--- config.mk ---
export PLATFORM = sky130hd
export DESIGN_NAME = idle_timeout_frame_receiver_unit
export DESIGN_NICKNAME = d
export VERILOG_FILES = /design/src/rtl/idtfr_pkg.sv /design/src/rtl/idtfr_store.sv /design/src/rtl/idtfr_ctrl.sv /design/src/rtl/idle_timeout_frame_receiver_unit.sv
export SDC_FILE = /design/constraint.sdc
export NUM_CORES = 2
export LEC_CHECK = 0
export BUFFER_PORTS_ARGS = -buffer_cell sky130_fd_sc_hd__buf_2
export CAP_MARGIN = 10
export CORE_MARGIN = 2
export CORE_UTILIZATION = 65
export DETAILED_ROUTE_END_ITERATION = 10
export GPL_ROUTABILITY_DRIVEN = 0
export PLACE_DENSITY_LB_ADDON = 0.15
export SLEW_MARGIN = 10
export SYNTH_ARGS = -nofsm -noshare
export SYNTH_HDL_FRONTEND = slang
export SYNTH_HIERARCHICAL = 1
export SYNTH_MEMORY_MAX_BITS = 65536
export SYNTH_SLANG_ARGS = --single-unit
--- constraint.sdc ---
create_clock -name clk -period 10.6 [get_ports clk]
set_clock_uncertainty 0.05 [all_clocks]
set_input_delay 2.12 -clock clk [delete_from_list [all_inputs] [get_ports clk]]
set_output_delay 2.12 -clock clk [all_outputs]
set_load 0.005 [all_outputs]
--- src/rtl/idtfr_pkg.sv ---
// shared types and codes for the idle timeout frame receiver
// no dependencies

package idtfr_pkg;

  typedef enum logic [1:0] {
    ACT_BYTE    = 2'd0,
    ACT_TICK    = 2'd1,
    ACT_READ    = 2'd2,
    ACT_RELEASE = 2'd3
  } action_t;

  localparam logic [15:0] TIMEOUT_RESET = 16'd10;
  localparam int          IDX_CMP_W     = 13;

  typedef struct packed {
    logic       frame_done;
    logic       done_frame;
    logic [7:0] done_length;
    logic [7:0] read_length;
    logic       read_pending;
    logic       receiving;
    logic       read_hit;
  } res_t;

endpackage

--- src/rtl/idtfr_store.sv ---
// frame byte store: one write port, one registered read port
// no package dependencies

module idtfr_store #(
  parameter int DEPTH = 512,
  parameter int AW    = 9
) (
  input  logic          clk,
  input  logic          wr_en,
  input  logic [AW-1:0] wr_addr,
  input  logic [7:0]    wr_data,
  input  logic          rd_en,
  input  logic [AW-1:0] rd_addr,
  output logic [7:0]    rd_data
);

  logic [7:0] mem_r [DEPTH];
  logic [7:0] rd_data_r;

  always_ff @(posedge clk) begin
    if (wr_en) begin
      mem_r[wr_addr] <= wr_data;
    end
  end

  always_ff @(posedge clk) begin
    if (rd_en) begin
      rd_data_r <= mem_r[rd_addr];
    end
  end

  assign rd_data = rd_data_r;

endmodule

--- src/rtl/idtfr_ctrl.sv ---
// frame state: lengths, pending flags, busy, idle count and write frame
// depends on idtfr_pkg

module idtfr_ctrl import idtfr_pkg::*; #(
  parameter int FRAME_COUNT = 2,
  parameter int FRAME_BYTES = 256,
  parameter int FW          = 1,
  parameter int LW          = 8,
  parameter int AW          = 9
) (
  input  logic          clk,
  input  logic          rst_n,
  input  logic          accept,
  input  action_t       action,
  input  logic [7:0]    data_byte,
  input  logic          frame_select,
  input  logic [7:0]    byte_index,
  input  logic [15:0]   timeout,
  output logic          wr_en,
  output logic [AW-1:0] wr_addr,
  output logic [7:0]    wr_data,
  output logic          rd_en,
  output logic [AW-1:0] rd_addr,
  output res_t          res
);

  logic [LW-1:0] len_r [FRAME_COUNT];
  logic          pend_r [FRAME_COUNT];
  logic          busy_r, busy_nxt;
  logic [15:0]   idle_r, idle_nxt;
  logic [FW-1:0] wframe_r, wframe_nxt;
  logic [LW-1:0] cur_len_r, cur_len_nxt;

  logic [FW-1:0] sel;
  logic [LW-1:0] byte_len, len_inc, sel_len;
  logic [15:0]   idle_inc;
  logic          is_close, is_byte, is_rel, read_hit, sel_pend;

  assign sel      = FW'(frame_select);
  assign byte_len = busy_r ? cur_len_r : '0;
  assign len_inc  = (byte_len >= LW'(FRAME_BYTES - 2)) ? LW'(FRAME_BYTES - 1)
                                                       : byte_len + LW'(1);
  assign idle_inc = (idle_r == 16'hFFFF) ? idle_r : idle_r + 16'd1;
  assign is_byte  = (action == ACT_BYTE);
  assign is_rel   = (action == ACT_RELEASE);
  assign is_close = (action == ACT_TICK) && busy_r && (idle_inc >= timeout);
  assign read_hit = (action == ACT_READ) &&
                    ({5'b0, byte_index} < IDX_CMP_W'(FRAME_BYTES));

  always_comb begin
    busy_nxt    = busy_r;
    idle_nxt    = idle_r;
    wframe_nxt  = wframe_r;
    cur_len_nxt = cur_len_r;
    unique case (action)
      ACT_BYTE: begin
        busy_nxt    = 1'b1;
        idle_nxt    = '0;
        cur_len_nxt = len_inc;
      end
      ACT_TICK: begin
        if (busy_r) begin
          idle_nxt = idle_inc;
        end
        if (is_close) begin
          busy_nxt   = 1'b0;
          wframe_nxt = (wframe_r == FW'(FRAME_COUNT - 1)) ? '0 : wframe_r + FW'(1);
        end
      end
      ACT_READ, ACT_RELEASE: begin
        busy_nxt = busy_r;
      end
      default: begin
        busy_nxt = busy_r;
      end
    endcase
  end

  always_ff @(posedge clk) begin
    if (!rst_n) begin
      busy_r    <= 1'b0;
      idle_r    <= '0;
      wframe_r  <= '0;
      cur_len_r <= '0;
      for (int i = 0; i < FRAME_COUNT; i++) begin
        len_r[i]  <= '0;
        pend_r[i] <= 1'b0;
      end
    end else if (accept) begin
      busy_r    <= busy_nxt;
      idle_r    <= idle_nxt;
      wframe_r  <= wframe_nxt;
      cur_len_r <= cur_len_nxt;
      for (int i = 0; i < FRAME_COUNT; i++) begin
        if (is_byte && wframe_r == FW'(i)) begin
          len_r[i] <= len_inc;
        end
        if (is_close && wframe_r == FW'(i)) begin
          pend_r[i] <= 1'b1;
        end else if (is_rel && sel == FW'(i)) begin
          pend_r[i] <= 1'b0;
        end
      end
    end
  end

  // selected frame as seen after this beat
  assign sel_len  = (is_byte && sel == wframe_r) ? len_inc : len_r[sel];
  assign sel_pend = is_rel ? 1'b0 : ((is_close && sel == wframe_r) ? 1'b1 : pend_r[sel]);

  always_comb begin
    res.frame_done   = is_close;
    res.done_frame   = is_close ? wframe_r[0] : 1'b0;
    res.done_length  = is_close ? 8'(cur_len_r) : 8'd0;
    res.read_length  = 8'(sel_len);
    res.read_pending = sel_pend;
    res.receiving    = busy_nxt;
    res.read_hit     = read_hit;
  end

  assign wr_en   = accept && is_byte;
  assign wr_addr = AW'(wframe_r) * AW'(FRAME_BYTES) + AW'(byte_len);
  assign wr_data = data_byte;
  assign rd_en   = accept && read_hit;
  assign rd_addr = AW'(sel) * AW'(FRAME_BYTES) + AW'(byte_index);

endmodule

--- src/rtl/idle_timeout_frame_receiver_unit.sv ---
// Idle timeout frame receiver: takes one beat per clock while no result waits with out_ready low,
// and returns one result beat for each, held in the single result register and the registered read of the
// byte store (FRAME_COUNT x FRAME_BYTES bytes, no clearing after reset; unwritten bytes read
// undefined). Bytes fill the current frame; timer ticks without bytes close it after
// cfg_wdata ticks (reset 10), mark it pending and move on to the next frame in turn.
// Depends on idtfr_pkg, idtfr_ctrl and idtfr_store.

module idle_timeout_frame_receiver_unit import idtfr_pkg::*; #(
  parameter int FRAME_COUNT = 2,
  parameter int FRAME_BYTES = 256
) (
  input  logic        clk,
  input  logic        rst_n,
  input  logic        in_valid,
  output logic        in_ready,
  input  logic [1:0]  in_action,
  input  logic [7:0]  in_data_byte,
  input  logic        in_frame_select,
  input  logic [7:0]  in_byte_index,
  output logic        out_valid,
  input  logic        out_ready,
  output logic        out_frame_done,
  output logic        out_done_frame,
  output logic [7:0]  out_done_length,
  output logic [7:0]  out_read_data,
  output logic [7:0]  out_read_length,
  output logic        out_read_pending,
  output logic        out_receiving,
  input  logic        cfg_we,
  input  logic [15:0] cfg_wdata
);

  localparam int FW = (FRAME_COUNT > 2) ? $clog2(FRAME_COUNT) : 1;
  localparam int LW = $clog2(FRAME_BYTES);
  localparam int AW = $clog2(FRAME_COUNT * FRAME_BYTES);

  logic [15:0]   timeout_r;
  logic          out_valid_r;
  res_t          res, res_r;
  logic          accept;
  logic          wr_en, rd_en;
  logic [AW-1:0] wr_addr, rd_addr;
  logic [7:0]    wr_data, rd_data;

  assign in_ready = !out_valid_r || out_ready;
  assign accept   = in_valid && in_ready;

  always_ff @(posedge clk) begin
    if (!rst_n) begin
      timeout_r <= TIMEOUT_RESET;
    end else if (cfg_we) begin
      timeout_r <= cfg_wdata;
    end
  end

  idtfr_ctrl #(
    .FRAME_COUNT (FRAME_COUNT),
    .FRAME_BYTES (FRAME_BYTES),
    .FW          (FW),
    .LW          (LW),
    .AW          (AW)
  ) u_ctrl (
    .clk          (clk),
    .rst_n        (rst_n),
    .accept       (accept),
    .action       (action_t'(in_action)),
    .data_byte    (in_data_byte),
    .frame_select (in_frame_select),
    .byte_index   (in_byte_index),
    .timeout      (timeout_r),
    .wr_en        (wr_en),
    .wr_addr      (wr_addr),
    .wr_data      (wr_data),
    .rd_en        (rd_en),
    .rd_addr      (rd_addr),
    .res          (res)
  );

  idtfr_store #(
    .DEPTH (FRAME_COUNT * FRAME_BYTES),
    .AW    (AW)
  ) u_store (
    .clk     (clk),
    .wr_en   (wr_en),
    .wr_addr (wr_addr),
    .wr_data (wr_data),
    .rd_en   (rd_en),
    .rd_addr (rd_addr),
    .rd_data (rd_data)
  );

  always_ff @(posedge clk) begin
    if (!rst_n) begin
      out_valid_r <= 1'b0;
    end else if (in_ready) begin
      out_valid_r <= in_valid;
    end
  end

  always_ff @(posedge clk) begin
    if (accept) begin
      res_r <= res;
    end
  end

  assign out_valid        = out_valid_r;
  assign out_frame_done   = res_r.frame_done;
  assign out_done_frame   = res_r.done_frame;
  assign out_done_length  = res_r.done_length;
  assign out_read_data    = res_r.read_hit ? rd_data : 8'd0;
  assign out_read_length  = res_r.read_length;
  assign out_read_pending = res_r.read_pending;
  assign out_receiving    = res_r.receiving;

`ifndef SYNTHESIS
  a_close_ends_rx: assert property (@(posedge clk) disable iff (!rst_n)
    out_valid && out_frame_done |-> !out_receiving)
    else $error("closed frame still receiving");

  a_byte_starts_rx: assert property (@(posedge clk) disable iff (!rst_n)
    in_valid && in_ready && in_action == ACT_BYTE |=> out_valid && out_receiving && !out_frame_done)
    else $error("byte beat did not leave receiver busy");

  a_release_clears: assert property (@(posedge clk) disable iff (!rst_n)
    in_valid && in_ready && in_action == ACT_RELEASE |=> out_valid && !out_read_pending)
    else $error("released frame still pending");

  a_read_only_data: assert property (@(posedge clk) disable iff (!rst_n)
    in_valid && in_ready && in_action != ACT_READ |=> out_read_data == 8'd0)
    else $error("read data on non-read beat");
`endif

endmodule
==> impl_metrics.py <==
metrics = {
    "critical_path": {
        "timing_worst_setup_path_type": "in2reg",
        "worstSetupEndpointType": "register",
        "path_cells": "buf_8 > buf_12 > buf_12 > buf_4 > mux4_2 > o22ai_1 > a22oi_1 > nand4_1 > o21ai_0 > o2111a_1",
        "cp_common_cell": "buf_12",
        "rr_worst_depth": 9,
        "crit_family": "buffers and inverters",
        "cp.depth": 10,
        "r2r-start": "out_valid",
        "crit_slowest_cell": "buf_4",
        "ff2ff_setup_slack_ns": 5.83,
        "crit_fanout": 140,
        "slowest_delay_ns": 0.80,
        "cp.arrival_ns": 7.13,
        "worst_ep_required_time_ns": 11.28,
        "r2r_end": "u_store/mem_r[147][5]",
        "critPathBufInv": 4,
        "critPathLaunchType": "input port",
    },
    "run_status": {
        "status": "completed",
    },
    "power_and_ir_drop": {
        "ir_worst_vdd_mv": 0.193,
        "p_leak_nw": 57.3,
        "p_per_area_nw_per_um2": 187,
    },
    "layout": {
        "fin_util_pct": 71.8,
        "drive_gt1_share_pct": 16.9,
        "areaGrowthSynthToFinish_pct": 9.67,
        "nets": 8586,
    },
    "placement": {
        "hpwl_um": 239000,
        "port_buffers": 69,
    },
    "synth": {
        "synth_seq_cells": 4186,
        "synth_nets": 8533,
        "synth.yosys.seq_area_share_pct": 76.1,
        "syn_area_um2": 165000,
        "yosys_warnings": 6,
        "syn_avg_cell_area_um2": 19.4,
        "synth_cell_types": 74,
        "yosysTopAreaCell": "edfxtp_1",
        "synth_top_area_share_pct": 75.6,
        "synthTopCellsByCount": "edfxtp_1 (4142), mux2i_1 (815), mux4_2 (654), nor2_1 (617), o221ai_1 (371)",
        "synth_edf_count": 4142,
        "syn_inst": 8474,
        "synthArstFlopShare_pct": 0,
        "yosysMostFrequentCell": "edfxtp_1",
        "synth_flop_cell": "edfxtp_1",
        "netlist_top_cells_area": "edfxtp_1 (76%), mux4_2 (9.0%), mux2i_1 (5.0%)",
    },
    "min_path": {
        "hold_path_end": "timeout_r[1]",
        "min_path_type": "reg2reg",
        "worstHoldPathCells": 2,
        "worstHoldStart": "timeout_r[1]",
    },
    "timing": {
        "fin_crit_ns": 6.45,
        "finalSetupViolCount": 0,
        "max_freq_mhz": 155,
        "fin_tns_setup_ns": 0,
        "relSlewSlack_pct": 2.13,
        "rsz0062_at_grt": "no",
        "final_hold_viol_count": 0,
        "worst_pin_slew_ns": 1.45,
        "final.period_utilization_pct": 60.8,
        "finalMaxSlewViolations": 0,
    },
    "clock_tree": {
        "clkTransAtPathRegs_ns": 0.06,
        "cts_made_buffers": 412,
        "clock_latency_ns": 0.99,
        "cts_setup_buffers": 0,
        "cts_tree": "done",
        "clock-sinks": 4186,
        "cts_buffer_depth": 4,
        "cts_hold_buffers": 0,
        "root_buffer": "clkbuf_16",
        "cts_resized": 0,
        "h-tree-depth": 5,
    },
    "global_route": {
        "grt_pass1_vias": 83700,
        "antenna_found_initial": 17,
        "overflow": 0,
        "grt_pass1_wl_um": 592000,
        "grt.total_usage_pct": 32.0,
        "grt_max_degree": 214,
    },
    "floorplanning": {
        "initial_core_util_pct": 65.4,
        "rows": 184,
        "core_area_um2": 251000,
        "ioPinCount": 70,
        "die_h_um": 507,
        "dieArea_um2": 257000,
        "chipWidth_um": 507,
    },
    "route": {
        "routed_wl_um": 410000,
        "drt_iter0_markers": 13400,
        "drc": 0,
        "viasPerCell": 7.08,
        "drtAntennaViolNets": 0,
        "avgRoutedWirePerCell_um": 33.6,
        "firstDrtPassIters": 6,
        "vias": 86400,
    },
    "run": {
        "max_cap_violations": 0,
    },
}
through the flow:
step	cell area [um2]	hold WS [ns]	instances	setup slack, ns	total power [mW]
finish	180000	0.431	12200	4.15	33.8
global route	180000	0.456	12200	4.16	34.7
CTS	180000	0.431	12200	4.26	33.9
detailed placement	167000	0.417	11500	3.22	20.1
global placement	167000	0.405	11500	3.24	20.0
floorplan	165000	0.388	8474	5.66	19.6
how the worst max path moves through the flow:
stage | startpoint | end | slack (ns)
2_1_floorplan | out_ready | u_store/mem_r[131][0] | 5.66
3_5_place_dp | in_byte_index[1] | u_store/rd_data[4] | 3.22
6_report | in_byte_index[1] | u_store/rd_data[0] | 4.15
4_1_cts | in_byte_index[1] | u_store/rd_data[0] | 4.26
5_1_grt | in_byte_index[1] | u_store/rd_data[4] | 4.16
3_3_place_gp | in_byte_index[1] | u_store/rd_data[7] | 3.24
state kept, by name, indices dropped and copies added (netlist names), 2 cells and up:
| register | flops |
|---|---|
| out_done_length | 8 |
| u_ctrl/cur_len_r | 8 |
| u_ctrl/idle_r | 16 |
| out_read_length | 8 |
| u_store/mem_r | 4096 |
| u_ctrl/len_r | 16 |
| timeout_r | 16 |
| u_store/rd_data | 8 |
| u_ctrl/pend_r | 2 |
logic make-up after synthesis:
group                      share of synthesized area (%)
DFF                                                 76.1
buffers and inverters                               2.07
xor gates and xnor gates                          0.0799
adders and majority gates                          0.145
muxes                                               14.0
and+or+nand+nor                                     3.05
AOI/OAI and AO/OA                                   4.52
report_power, final:
group,switching [mW],internal [mW]
Clock,5.95,8.14
Combinational,1.04,0.485
Sequential,0.00961,18.2
per-layer routing:
layer	GRT usage [%]	vias to the layer above	part of all wire [%]
met5	0	-	0.010
met4	11.4	6	3.9
met2	48.1	5682	46
met1	47.7	44900	38
met3	6.42	790	11
li1	-	35100	-
worst reg2reg max path, delay by kind of cell (launching register included):
| family | cells | cell delay (ns) |
|---|---|---|
| buffers and inverters | 3 | 1.20 |
| DFF | 1 | 0.31 |
| and+or+nand+nor | 6 | 2.87 |
cell type report:
type	instances	area [um2]
fillers	14800	71000
clock buffers	509	10800
multi-input cells	3697	36100
inverters	28	113
flip-flops and latches	4186	125000
diodes	11	27.5
repair buffers	202	1770
clock inverters	219	2100
well taps	3348	4190
cell usage in the layout, fill, tap and decap left out, types with 85 or more instances in the layout:
| cell | netlist | layout |
|---|---|---|
| clkbuf_16 | 0 | 415 |
| clkbuf_1 | 270 | 85 |
| mux4_2 | 654 | 654 |
| nand2_1 | 144 | 130 |
| mux2i_1 | 815 | 815 |
| edfxtp_1 | 4142 | 4142 |
| o22ai_1 | 163 | 163 |
| a21oi_1 | 212 | 212 |
| nor3_1 | 115 | 111 |
| o221ai_1 | 371 | 371 |
| o21ai_0 | 138 | 136 |
| buf_4 | 108 | 105 |
| nor2_1 | 617 | 614 |
Power figures use the tool's default switching activity.
